--- config.mk ---
export PLATFORM = sky130hd
export DESIGN_NAME = multi_slot_bump_allocator_unit
export DESIGN_NICKNAME = d
export VERILOG_FILES = /design/src/design/msba_pkg.sv /design/src/design/msba_fill_mem.sv /design/src/design/msba_fit_unit.sv /design/src/design/multi_slot_bump_allocator_unit.sv
export SDC_FILE = /design/constraint.sdc
export NUM_CORES = 2
export LEC_CHECK = 0
export ABC_CLOCK_PERIOD_IN_PS = 7100
export BUFFER_PORTS_ARGS = -buffer_cell sky130_fd_sc_hd__buf_2
export CAP_MARGIN = 20
export CORE_UTILIZATION = 56
export CTS_CLUSTER_SIZE = 30
export DETAILED_ROUTE_END_ITERATION = 7
export PLACE_DENSITY = 0.81
export SYNTH_ARGS = -nofsm -noshare
export SYNTH_HDL_FRONTEND = slang
export SYNTH_SLANG_ARGS = --single-unit
--- constraint.sdc ---
create_clock -name clock -period 7.1 [get_ports clock]
set_clock_uncertainty 0.15 [all_clocks]
set_input_delay 0.355 -clock clock [delete_from_list [all_inputs] [get_ports clock]]
set_output_delay 0.355 -clock clock [all_outputs]
set_load 0.02 [all_outputs]
--- src/design/msba_pkg.sv ---
// shared types, widths and status codes for the multi-slot bump allocator
package msba_pkg;

   localparam int SIZE_W     = 36;
   localparam int ALIGN_W    = 6;
   localparam int MASK_W     = 32;
   localparam int SLOT_IDX_W = 5;
   localparam int STATUS_W   = 2;

   typedef logic [STATUS_W-1:0] status_type;

   localparam status_type STATUS_OK        = 2'd0;
   localparam status_type STATUS_TOO_LARGE = 2'd1;
   localparam status_type STATUS_FULL      = 2'd2;

endpackage

--- src/design/msba_fill_mem.sv ---
// fill level store, one write port and one registered read port
module msba_fill_mem #(
   parameter int DEPTH = 32,
   parameter int WIDTH = 36,
   parameter int AW    = 5
) (
   input  logic             clock,
   input  logic             wr_en,
   input  logic [AW-1:0]    wr_addr,
   input  logic [WIDTH-1:0] wr_data,
   input  logic [AW-1:0]    rd_addr,
   output logic [WIDTH-1:0] rd_data
);

   logic [WIDTH-1:0] mem_ff [DEPTH];
   logic [WIDTH-1:0] rd_data_ff;

   always_ff @(posedge clock) begin
      if (wr_en) begin
         mem_ff[wr_addr] <= wr_data;
      end
   end

   always_ff @(posedge clock) begin
      rd_data_ff <= mem_ff[rd_addr];
   end

   assign rd_data = rd_data_ff;

endmodule

--- src/design/msba_fit_unit.sv ---
// shared align-and-fit unit: rounds a fill up to the alignment and checks headroom
module msba_fit_unit #(
   parameter int OB = 36,
   parameter int CW = 36
) (
   input  logic [OB-1:0]                  base,
   input  logic [msba_pkg::ALIGN_W-1:0]   align_log2,
   input  logic [CW-1:0]                  headroom,
   output logic [OB:0]                    offset,
   output logic                           fits
);

   logic [OB-1:0] low_mask;
   logic [CW:0]   offset_ext;

   // shifts of OB or more clear every bit, so the mask saturates to all ones
   assign low_mask = ~({OB{1'b1}} << align_log2);

   always_comb begin
      if ((base & low_mask) == '0) begin
         offset = {1'b0, base};
      end else begin
         offset = {1'b0, base | low_mask} + (OB+1)'(1);
      end
   end

   assign offset_ext = (CW+1)'(offset);
   assign fits       = (offset_ext <= {1'b0, headroom});

endmodule

--- src/design/multi_slot_bump_allocator_unit.sv ---
// top level: multi-slot bump allocator with a slot-serial scan sequencer
// steps: setup, a serial scan up to the chosen slot, commit on a hit, then output load
//   an oversized request goes from setup straight to output load; a full one skips commit
// output load waits while the prior response is unaccepted; no request is taken before it
// a new request is taken while the previous response still waits on rsp_ready
// reset: synchronous active high, clears arena size, open flags and control, not the fill store
module multi_slot_bump_allocator_unit #(
   parameter int NUM_SLOTS   = 32,
   parameter int OFFSET_BITS = 36
) (
   input  logic                                clock,
   input  logic                                reset,
   // request channel
   input  logic                                req_valid,
   output logic                                req_ready,
   input  logic [msba_pkg::SIZE_W-1:0]         req_request_bytes,
   input  logic [msba_pkg::ALIGN_W-1:0]        req_align_log2,
   input  logic [msba_pkg::MASK_W-1:0]         req_slot_mask,
   // response channel
   output logic                                rsp_valid,
   input  logic                                rsp_ready,
   output logic [msba_pkg::STATUS_W-1:0]       rsp_status,
   output logic [msba_pkg::SLOT_IDX_W-1:0]     rsp_slot_index,
   output logic [msba_pkg::SIZE_W-1:0]         rsp_offset,
   output logic                                rsp_slot_opened,
   // arena size register
   input  logic                                csr_wr_en,
   input  logic [msba_pkg::SIZE_W-1:0]         csr_wr_data
);

   // slot index width and the compare width covering both arena and fill
   localparam int SW = (NUM_SLOTS > 1) ? $clog2(NUM_SLOTS) : 1;
   localparam int OB = OFFSET_BITS;
   localparam int CW = (OB > msba_pkg::SIZE_W) ? OB : msba_pkg::SIZE_W;
   localparam logic [CW-1:0] OFF_MAX   = ~({CW{1'b1}} << OB);
   localparam logic [SW-1:0] LAST_SLOT = SW'(NUM_SLOTS - 1);

   // sequencer states
   localparam logic [2:0] S_IDLE   = 3'd0;
   localparam logic [2:0] S_PREP   = 3'd1;
   localparam logic [2:0] S_SCAN   = 3'd2;
   localparam logic [2:0] S_COMMIT = 3'd3;
   localparam logic [2:0] S_OUT    = 3'd4;

   logic [2:0]                    state_ff, state_in;
   logic [msba_pkg::SIZE_W-1:0]   arena_ff, arena_in;
   logic [NUM_SLOTS-1:0]          open_ff, open_in;

   // captured request
   logic [msba_pkg::SIZE_W-1:0]   size_ff, size_in;
   logic [msba_pkg::ALIGN_W-1:0]  align_ff, align_in;
   logic [msba_pkg::MASK_W-1:0]   mask_ff, mask_in;

   // per-request derived values
   logic [CW-1:0]                 headroom_ff, headroom_in;
   logic                          size_fits_ff, size_fits_in;
   logic [SW-1:0]                 scan_idx_ff, scan_idx_in;

   // result staging
   msba_pkg::status_type          res_status_ff, res_status_in;
   logic [OB-1:0]                 res_off_ff, res_off_in;
   logic                          res_opened_ff, res_opened_in;

   // output register
   logic                          rsp_valid_ff, rsp_valid_in;
   msba_pkg::status_type          rsp_status_ff, rsp_status_in;
   logic [msba_pkg::SLOT_IDX_W-1:0] rsp_slot_ff, rsp_slot_in;
   logic [msba_pkg::SIZE_W-1:0]   rsp_off_ff, rsp_off_in;
   logic                          rsp_opened_ff, rsp_opened_in;

   // datapath wires
   logic [CW-1:0]                 arena_ext;
   logic [CW-1:0]                 limit;
   logic [CW-1:0]                 size_ext;
   logic                          too_large;
   logic [SW-1:0]                 rd_addr;
   logic [OB-1:0]                 rd_fill;
   logic [OB-1:0]                 scan_base;
   logic [OB:0]                   fit_off;
   logic                          fit_ok;
   logic                          slot_hit;
   logic                          mem_wr_en;
   logic [CW:0]                   fill_end;
   logic                          out_free;

   // limit is the lesser of arena size and the largest storable fill
   assign arena_ext = CW'(arena_ff);
   assign size_ext  = CW'(size_ff);
   assign limit     = (arena_ext < OFF_MAX) ? arena_ext : OFF_MAX;
   assign too_large = (size_ff > arena_ff);

   // read slot 0 during setup, then run one slot ahead of the scan
   assign rd_addr = (state_ff == S_SCAN) ? (scan_idx_ff + SW'(1)) : '0;

   msba_fill_mem #(
      .DEPTH (NUM_SLOTS),
      .WIDTH (OB),
      .AW    (SW)
   ) u_fill_mem (
      .clock   (clock),
      .wr_en   (mem_wr_en),
      .wr_addr (scan_idx_ff),
      .wr_data (fill_end[OB-1:0]),
      .rd_addr (rd_addr),
      .rd_data (rd_fill)
   );

   // unopened slot starts empty; its stored fill is never looked at
   assign scan_base = open_ff[scan_idx_ff] ? rd_fill : '0;

   msba_fit_unit #(
      .OB (OB),
      .CW (CW)
   ) u_fit_unit (
      .base       (scan_base),
      .align_log2 (align_ff),
      .headroom   (headroom_ff),
      .offset     (fit_off),
      .fits       (fit_ok)
   );

   // mask bits at or above NUM_SLOTS are never visited
   assign slot_hit  = mask_ff[scan_idx_ff] && size_fits_ff && fit_ok;
   assign fill_end  = (CW+1)'(res_off_ff) + (CW+1)'(size_ff);
   assign mem_wr_en = (state_ff == S_COMMIT);
   assign out_free  = !rsp_valid_ff || rsp_ready;

   always_comb begin
      state_in      = state_ff;
      arena_in      = arena_ff;
      open_in       = open_ff;
      size_in       = size_ff;
      align_in      = align_ff;
      mask_in       = mask_ff;
      headroom_in   = headroom_ff;
      size_fits_in  = size_fits_ff;
      scan_idx_in   = scan_idx_ff;
      res_status_in = res_status_ff;
      res_off_in    = res_off_ff;
      res_opened_in = res_opened_ff;
      rsp_valid_in  = rsp_valid_ff;
      rsp_status_in = rsp_status_ff;
      rsp_slot_in   = rsp_slot_ff;
      rsp_off_in    = rsp_off_ff;
      rsp_opened_in = rsp_opened_ff;

      // arena size register write
      if (csr_wr_en) begin
         arena_in = csr_wr_data;
      end

      // response handed off
      if (rsp_valid_ff && rsp_ready) begin
         rsp_valid_in = 1'b0;
      end

      case (state_ff)
         S_IDLE: begin
            if (req_valid) begin
               size_in  = req_request_bytes;
               align_in = req_align_log2;
               mask_in  = req_slot_mask;
               state_in = S_PREP;
            end
         end
         S_PREP: begin
            // room test becomes offset <= limit - size
            size_fits_in = (size_ext <= limit);
            headroom_in  = limit - size_ext;
            scan_idx_in  = '0;
            if (too_large) begin
               res_status_in = msba_pkg::STATUS_TOO_LARGE;
               res_off_in    = '0;
               res_opened_in = 1'b0;
               state_in      = S_OUT;
            end else begin
               state_in = S_SCAN;
            end
         end
         S_SCAN: begin
            if (slot_hit) begin
               res_status_in = msba_pkg::STATUS_OK;
               res_off_in    = fit_off[OB-1:0];
               res_opened_in = !open_ff[scan_idx_ff];
               state_in      = S_COMMIT;
            end else if (scan_idx_ff == LAST_SLOT) begin
               res_status_in = msba_pkg::STATUS_FULL;
               res_off_in    = '0;
               res_opened_in = 1'b0;
               scan_idx_in   = '0;
               state_in      = S_OUT;
            end else begin
               scan_idx_in = scan_idx_ff + SW'(1);
            end
         end
         S_COMMIT: begin
            // fill store written by the memory port in this state
            open_in[scan_idx_ff] = 1'b1;
            state_in             = S_OUT;
         end
         S_OUT: begin
            if (out_free) begin
               rsp_valid_in  = 1'b1;
               rsp_status_in = res_status_ff;
               rsp_slot_in   = (res_status_ff == msba_pkg::STATUS_OK) ?
                               msba_pkg::SLOT_IDX_W'(scan_idx_ff) : '0;
               rsp_off_in    = msba_pkg::SIZE_W'(res_off_ff);
               rsp_opened_in = res_opened_ff;
               state_in      = S_IDLE;
            end
         end
         default: begin
            state_in = S_IDLE;
         end
      endcase
   end

   // control state
   always_ff @(posedge clock) begin
      if (reset) begin
         state_ff     <= S_IDLE;
         arena_ff     <= '0;
         open_ff      <= '0;
         rsp_valid_ff <= 1'b0;
         scan_idx_ff  <= '0;
      end else begin
         state_ff     <= state_in;
         arena_ff     <= arena_in;
         open_ff      <= open_in;
         rsp_valid_ff <= rsp_valid_in;
         scan_idx_ff  <= scan_idx_in;
      end
   end

   // payload
   always_ff @(posedge clock) begin
      size_ff       <= size_in;
      align_ff      <= align_in;
      mask_ff       <= mask_in;
      headroom_ff   <= headroom_in;
      size_fits_ff  <= size_fits_in;
      res_status_ff <= res_status_in;
      res_off_ff    <= res_off_in;
      res_opened_ff <= res_opened_in;
      rsp_status_ff <= rsp_status_in;
      rsp_slot_ff   <= rsp_slot_in;
      rsp_off_ff    <= rsp_off_in;
      rsp_opened_ff <= rsp_opened_in;
   end

   assign req_ready       = (state_ff == S_IDLE);
   assign rsp_valid       = rsp_valid_ff;
   assign rsp_status      = rsp_status_ff;
   assign rsp_slot_index  = rsp_slot_ff;
   assign rsp_offset      = rsp_off_ff;
   assign rsp_slot_opened = rsp_opened_ff;

`ifndef SYNTHESIS
   // an accepted transaction always goes to setup next
   a_accept_to_prep: assert property (@(posedge clock) disable iff (reset)
      (req_valid && req_ready) |=> (state_ff == S_PREP))
      else $error("accepted request did not enter setup");

   // a successful response names a slot that is now open
   a_ok_slot_open: assert property (@(posedge clock) disable iff (reset)
      (rsp_valid_ff && (rsp_status_ff == msba_pkg::STATUS_OK)) |->
      open_ff[rsp_slot_ff[SW-1:0]])
      else $error("success reported on a slot that is not open");

   // a new response is only produced by the output state
   a_rsp_from_out: assert property (@(posedge clock) disable iff (reset)
      $rose(rsp_valid_ff) |-> ($past(state_ff) == S_OUT))
      else $error("response raised outside output state");

   // fill store is written only while scanning has stopped on a hit
   a_commit_ok: assert property (@(posedge clock) disable iff (reset)
      mem_wr_en |-> (res_status_ff == msba_pkg::STATUS_OK))
      else $error("fill written without a successful allocation");
`endif

endmodule
# [After elaboration in Yosys (flattened, before gate mapping)]
# Memories as Yosys holds them, arrays and structs flattened. A register that Yosys moved wholly into a read port is not among the register bits.
# Index checks and enable logic that the tools add are counted.
[word_totals] ram_bits=1152 wordCells=95 regBits=271 input_bits=115 memories=1
[mem_list] memory="u_fill_mem.mem_ff" words=32 width=36 rd=1 rd_clocked_by_memory_dff=1 write_ports=1 line_no="msba_fill_mem.sv:15" rtl="logic [WIDTH-1:0] mem_ff [DEPTH];"
[classes] bitwise_logic=4 reduce_logical=16 magnitude_cmp=6 shifts=1 add_sub_neg=4 mux=36 eq_ne=10
[ops] cell="$mux W36" count=5
[ops] cell="$pmux W36 S2" count=1
[ops] cell="$add A36 B1 Y37 const B" count=1
[ops] cell="$le A37 B36 Y1" count=1
[ops] cell="$mux W37" count=1
[ops] cell="$add A36 B36 Y36" count=1
[ops] cell="$and A36 B36 Y36" count=1
[ops] cell="$gt A36 B36 Y1" count=1
[ops] cell="$le A36 B36 Y1" count=1
[ops] cell="$logic_not A36 Y1" count=1
[ops] cell="$lt A36 B36 Y1 const B" count=1
[ops] cell="$not A36 Y36" count=1
[ops] cell="$or A36 B36 Y36" count=1
[ops] cell="$shl A36 B6 Y36 const A" count=1
[ops] cell="$sub A36 B36 Y36" count=1
[ops] cell="$or A32 B32 Y32" count=1
[ops] cell="$mux W3" count=5
[ops] cell="$mux W5" count=3
[ops] cell="$pmux W3 S5" count=1
[ops] cell="$mux W1" count=11
[ops] cell="$bmux W1 S5" count=2
[ops] cell="$pmux W5 S2" count=1
[ops] cell="$ne A2 B2 Y1 const B" count=4
[ops] cell="$eq A3 B2 Y1 const B" count=2
[ops] cell="19 further kinds" count=28

# [Logic depth before layout (Yosys ltp)]
[logic_depth] depth_word=10 depth_mapped=31 mapped_depth_nobuf=24

# [Cells and area by module]
# Synthesis repeated with hierarchy kept, for this count alone.
[unflattened] cells_unflattened=4321 hier_area_um2=63148.1
[by_module_without_submodules] mod="msba_fill_mem" seq_area_each_um2=35313.9 area_each_um2=45570.0 cells_each=2536 n_inst=1
[by_module_without_submodules] mod="multi_slot_bump_allocator_unit" seq_area_each_um2=7367.1 area_each_um2=14511.4 cells_each=1327 n_inst=1
[by_module_without_submodules] mod="msba_fit_unit" seq_area_each_um2=0.0 area_each_um2=3066.7 cells_each=458 n_inst=1

# [Worst setup path before layout]
# No wires, ideal clock.
[synth_timing] path_type="register to register" start="register scan_idx_ff[4]" end="register res_off_ff[0], enable pin" arrival_time_ps=6794 synth_period_minus_slack_ps=7344 stages_incl_launch_ff=31 setup_time_ps=400 path_slack_ps=-244 cell_sequence="dfxtp_1 buf_6 or3_1 buf_2 o22ai_1 nor2_1 nand3_4 and2_1 clkbuf_1 clkbuf_1 clkbuf_1 a21o_1 ha_1 o311ai_0 nor4_1 clkbuf_1 nand3_1 mux2_2 a22oi_1 nor2_1 ha_1 a21o_1 a21o_1 a21o_1 a21o_1 a21oi_1 nor2_1 a211oi_1 o21ai_1 o21bai_1 a22o_1"
[synth_via] elab_chain_len=10
[synth_lines] element="from (decl)" line_no="multi_slot_bump_allocator_unit.sv:57" rtl="logic [SW-1:0] scan_idx_ff, scan_idx_in;"
[synth_lines] element="from (signal assigned)" line_no="multi_slot_bump_allocator_unit.sv:231" rtl="scan_idx_ff <= scan_idx_in;"
[synth_lines] element="$bmux W1 S5 *" line_no="multi_slot_bump_allocator_unit.sv:109" rtl="assign scan_base = open_ff[scan_idx_ff] ? rd_fill : '0;"
[synth_lines] element="$mux W1 (implied by the code) *" line_no="multi_slot_bump_allocator_unit.sv:109"
[synth_lines] element="$mux W36 *" line_no="multi_slot_bump_allocator_unit.sv:109"
[synth_lines] element="$or A36 B36 Y36 or $and A36 B36 Y36 (tied branches)" line_no="msba_fit_unit.sv:23, msba_fit_unit.sv:20"
[synth_lines] element="$add A36 B1 Y37 or $logic_not A36 Y1 (tied branches)" line_no="msba_fit_unit.sv:23, msba_fit_unit.sv:20"
[synth_lines] element="$mux W37 *" line_no="msba_fit_unit.sv:20" rtl="if ((base & low_mask) == '0) begin"
[synth_lines] element="via fit_off[22]" line_no="multi_slot_bump_allocator_unit.sv:79" rtl="logic [OB:0] fit_off;"
[synth_lines] element="$le A37 B36 Y1 *" line_no="msba_fit_unit.sv:28" rtl="assign fits = (offset_ext <= {1'b0, headroom});"
[synth_lines] element="$logic_and A1 B1 Y1 *" line_no="multi_slot_bump_allocator_unit.sv:123" rtl="assign slot_hit = mask_ff[scan_idx_ff] && size_fits_ff && fit_ok;"
[synth_lines] element="$ne A3 B2 Y1 (no source line) *"
[synth_lines] element="$reduce_and A3 Y1 (no source line) *"
[synth_lines] element="to (signal assigned)" line_no="multi_slot_bump_allocator_unit.sv:243" rtl="res_off_ff <= res_off_in;"
[synth_lines] element="to (decl)" line_no="multi_slot_bump_allocator_unit.sv:61" rtl="logic [OB-1:0] res_off_ff, res_off_in;"
# Mark *: on every way through the listed nets, which the timed path passes. The rest lies on a longest branch. The select of a mux whose other input is x is not followed.
# A chain may end at the register's enable or synchronous reset.

# [Final worst setup path]
[layout_timing] start="register scan_idx_ff[4]" end="register scan_idx_ff[4]"
[layout_via] elab_chain_len=10
[layout_lines] element="$bmux W1 S5 *" line_no="multi_slot_bump_allocator_unit.sv:109"
[layout_lines] element="$mux W1 (implied by the code) *" line_no="multi_slot_bump_allocator_unit.sv:109"
[layout_lines] element="$mux W36 *" line_no="multi_slot_bump_allocator_unit.sv:109"
[layout_lines] element="$or A36 B36 Y36 or $and A36 B36 Y36 (tied branches)" line_no="msba_fit_unit.sv:23, msba_fit_unit.sv:20"
[layout_lines] element="$add A36 B1 Y37 or $logic_not A36 Y1 (tied branches)" line_no="msba_fit_unit.sv:23, msba_fit_unit.sv:20"
[layout_lines] element="$mux W37 *" line_no="msba_fit_unit.sv:20"
[layout_lines] element="via fit_off[30]" line_no="multi_slot_bump_allocator_unit.sv:79"
[layout_lines] element="$le A37 B36 Y1 *" line_no="msba_fit_unit.sv:28"
[layout_lines] element="$logic_and A1 B1 Y1 *" line_no="multi_slot_bump_allocator_unit.sv:123"
[layout_lines] element="$ne A2 B2 Y1 (no source line) *"
[layout_lines] element="$reduce_and A2 Y1 (no source line) *"
# Marks and branches as above.

==> key figures <==
Place
  • Post-DP Area: between 0.06 and 0.07 mm²
  • GPL Wtd Cong: around 0.96
  • PortBufs: 160
  • Detail Placement HPWL: around 98 mm

Critical path
  • Critical path type: flip-flop to flip-flop
  • Largest stage delay, worst path: 0.53 ns
  • Setup crit start kind: flip-flop
  • Critical path endpoint category: flip-flop
  • Crit path top cell by count: buf_4
  • Slowest-stage cell, CP: or4_1
  • CP Max Fanout: 16
  • Crit path DAT: about 7.1 ns
  • Critical Path RT: approximately 7.6 ns

GRT
  • Tot GR Track Use: about a third
  • Antenna violations before repair: 6
  • Total gr overflow: 0
  • Vias in the first global route: roughly 39000
  • Largest net degree at the start of global routing: 120
  • First-pass GRT wire length: 258 mm

Synthesis
  • Syn Inst Count: 4015
  • Syn Nets: around 4300
  • Synth area leaders: edfxtp_1, mux4_2, dfxtp_1
  • Register area share after synthesis: 68.5%
  • Syn Area/Cell: 15.5 µm²
  • Synthesized cell area: 0.0623 mm²
  • Async set-or-reset flop fraction in the synthesized netlist: 0%
  • Synth Flop Type: edfxtp_1
  • Unique masters post-synth: 87
  • Synth Register Bits: 1459
  • Number of flops mapped to enable cells by yosys: 1346
  • Top cell type's share of synthesized area: 64.8%
  • YS warnings: 0
  • Synth area leader: edfxtp_1

STA
  • Fmax: between 0.15 and 0.2 GHz
  • Max Slew Vio Count: 0
  • Tcrit/Tclk final: between 90% and 100%
  • Slew of the pin with the lowest slew margin: 1.23 ns
  • Count of final hold-check violations: 0
  • Slew Limit Headroom: 17.8%
  • Setup Viol. Count Final: 0
  • Setup TNS: 0 ns
  • Final min period: 6.62 ns
  • RSZ-0062 raised after global routing: false

Floorplan
  • Die area: 0.113 mm²
  • Initial Util: 56.4%
  • Placement Rows: 122
  • Core area: 0.111 mm²
  • Die Height: ~340 µm
  • Die W: 336 µm
  • I/O pins: around 160

Detailed routing
  • Vias per std cell: 6.75
  • Wire per inst: 30.5 µm
  • Initial DRC count: 5515
  • Final Routed Wirelength: ~180 mm
  • Pre-antenna DRT Iters: 8
  • Post-route ant nets: 0
  • DRC errors left: 0
  • Vias: 39830

Finish
  • Area grow syn2layout: 15.0%
  • Reg area: approximately 0.043 mm²
  • Area of the multi-input gates: approximately 0.019 mm²
  • Design Area, Final: 0.0717 mm²
  • Fill cells: 7176
  • Fraction of layout instances using a drive strength above 1: 19.8%
  • Nets: approximately 4600

Job
  • Max Cap Viol: 0

CTS
  • Clock Sink Count: 1459
  • Clock-pin slew on the worst setup and hold paths: roughly 0.07 ns
  • Bufs on Longest Clock Path: 3
  • Root buffer cell: clkbuf_16
  • CTS buffer count: 143
  • H-tree Lvls: 4
  • Later-pin clock latency in the skew report: 0.77 ns
  • CTS tree: built

Power
  • Power, Total: 19600 µW
  • Worst IR Drop VDD: around 0.29 mV
  • Pleak: between 0.02 and 0.025 µW
  • Pwr/cell area: 273 mW/mm²

Min path
  • Hold crit path type: input port to flip-flop

Outcome
  • Outcome: complete, no violations
## routing by layer
layer / vias to the layer above / GRT usage (%) / share of wire (%)
met4: 6 / 16.8 / 5.7
met2: 2968 / 52.1 / 48
met3: 628 / 6.28 / 11
li1: 16433 / - / -
met5: - / 0 / 0.023
met1: 19795 / 40.0 / 35
## worst max-delay path: cells and delay by family (launching register included)
kind / cells / cell delay (ns)
flops: 1 / 0.41
fa+ha+maj: 2 / 0.58
mux: 1 / 0.38
buf+inv: 3 / 0.63
simple gates: 8 / 1.94
compound gates: 12 / 2.37
## sequential cells by signal, indices dropped and copies added (netlist names), 3 cells and up
register / cells
size_ext: 36
headroom_ff: 36
mask_ff: 32
state_ff: 3
open_ff: 32
u_fill_mem.rd_data: 36
res_off_ff: 36
u_fill_mem.mem_ff: 1152
rsp_slot_index: 5
arena_ext: 36
rsp_offset: 36
align_ff: 6
scan_idx_ff: 5
## final timing paths
kind | startpoint | to | slack (ns) | depth (start not counted)
setup / recovery | scan_idx_ff[4] | scan_idx_ff[4] | 0.48 | 26
hold / removal | csr_wr_en | arena_ext[32] | 0.01 | 3
setup reg to reg | scan_idx_ff[4] | scan_idx_ff[4] | 0.48 | 26
hold reg to reg | res_off_ff[17] | rsp_offset[17] | 0.32 | 0
## where the power goes
group	internal (µW)	total [µW]	switching, µW
logic	565	1660	1100
clock network	4640	7970	3330
registers	9820	9930	103
## final cells by class
cell class                 instances  area share [%]
clock buffer                     180            5.46
antenna                            4          0.0140
tap                             1488            2.60
multi-input combinational       2145            25.9
inverter                         150           0.799
timing repair buffer             392            4.25
sequential                      1459            59.6
clock inverter                    87            1.42
## kinds of logic after synthesis
kind of cell / Yosys count / synth area share (%)
flip-flops: 1459 / 68.5
AO/OA/AOI/OAI: 857 / 8.89
AND/OR/NAND/NOR: 747 / 6.30
buffers and inverters: 411 / 2.57
multiplexers: 324 / 9.78
adder cells (fa/ha/maj): 151 / 3.06
XOR/XNOR: 66 / 0.927
## metrics by stage
step | instances | worst slack, ns | util, % | hold WS [ns]
after global routing | 5902 | 0.0294 | 64.9 | 0.0172
after CTS | 5895 | 0.257 | 64.7 | 0.112
after floorplan | 4015 | 0.170 | - | 0.250
final | 5905 | 0.481 | 64.9 | 0.0146
after global placement | 5511 | 0.369 | 59.2 | 0.300
after detailed placement | 5516 | 0.296 | 59.2 | 0.314
## layout by cell type, fill, tap and decap left out, types with 17 or more instances in the layout
cell type / n
clkbuf_16: 150
mux4_2: 224
a31oi_1: 22
bufinv_16: 19
ha_1: 149
mux2_2: 40
o211ai_1: 155
or3_1: 156
inv_1: 148
and3_1: 17
buf_2: 160
a21o_1: 68
xnor2_1: 27
nand2b_1: 22
o21a_1: 26
nand3_1: 26
nor2b_1: 20
dlygate4sd3_1: 112
xnor2_2: 20
dfxtp_1: 112
nor2_4: 35
nand4_1: 26
o21ai_0: 207
clkbuf_1: 25
o22ai_1: 161
buf_4: 101
mux2i_1: 60
clkinv_2: 32
nor3_1: 34
a21oi_1: 106
nand2_1: 83
edfxtp_1: 1346
clkinv_1: 17
and2_1: 39
nor2_1: 208
## what timing repair did
action / in CTS / in global routing
setup buffers: 0 / 0
endpoints found under the hold margin: 113 / 0
gates resized for setup: 0 / 3
hold buffers: 112 / 0
endpoints found under the setup margin: 0 / 47
## cell usage after synthesis, types with 60 or more instances
| cell type | number |
|---|---|
| a21o_1 | 68 |
| nor2_1 | 245 |
| mux4_2 | 224 |
| dfxtp_1 | 113 |
| mux2i_1 | 60 |
| edfxtp_1 | 1346 |
| inv_1 | 149 |
| o21ai_0 | 207 |
| clkbuf_1 | 207 |
| o22ai_1 | 161 |
| a21oi_1 | 106 |
| nand2_1 | 85 |
| or3_1 | 156 |
| ha_1 | 149 |
| o211ai_1 | 155 |
No activity file was read; power rests on OpenSTA's default activity.
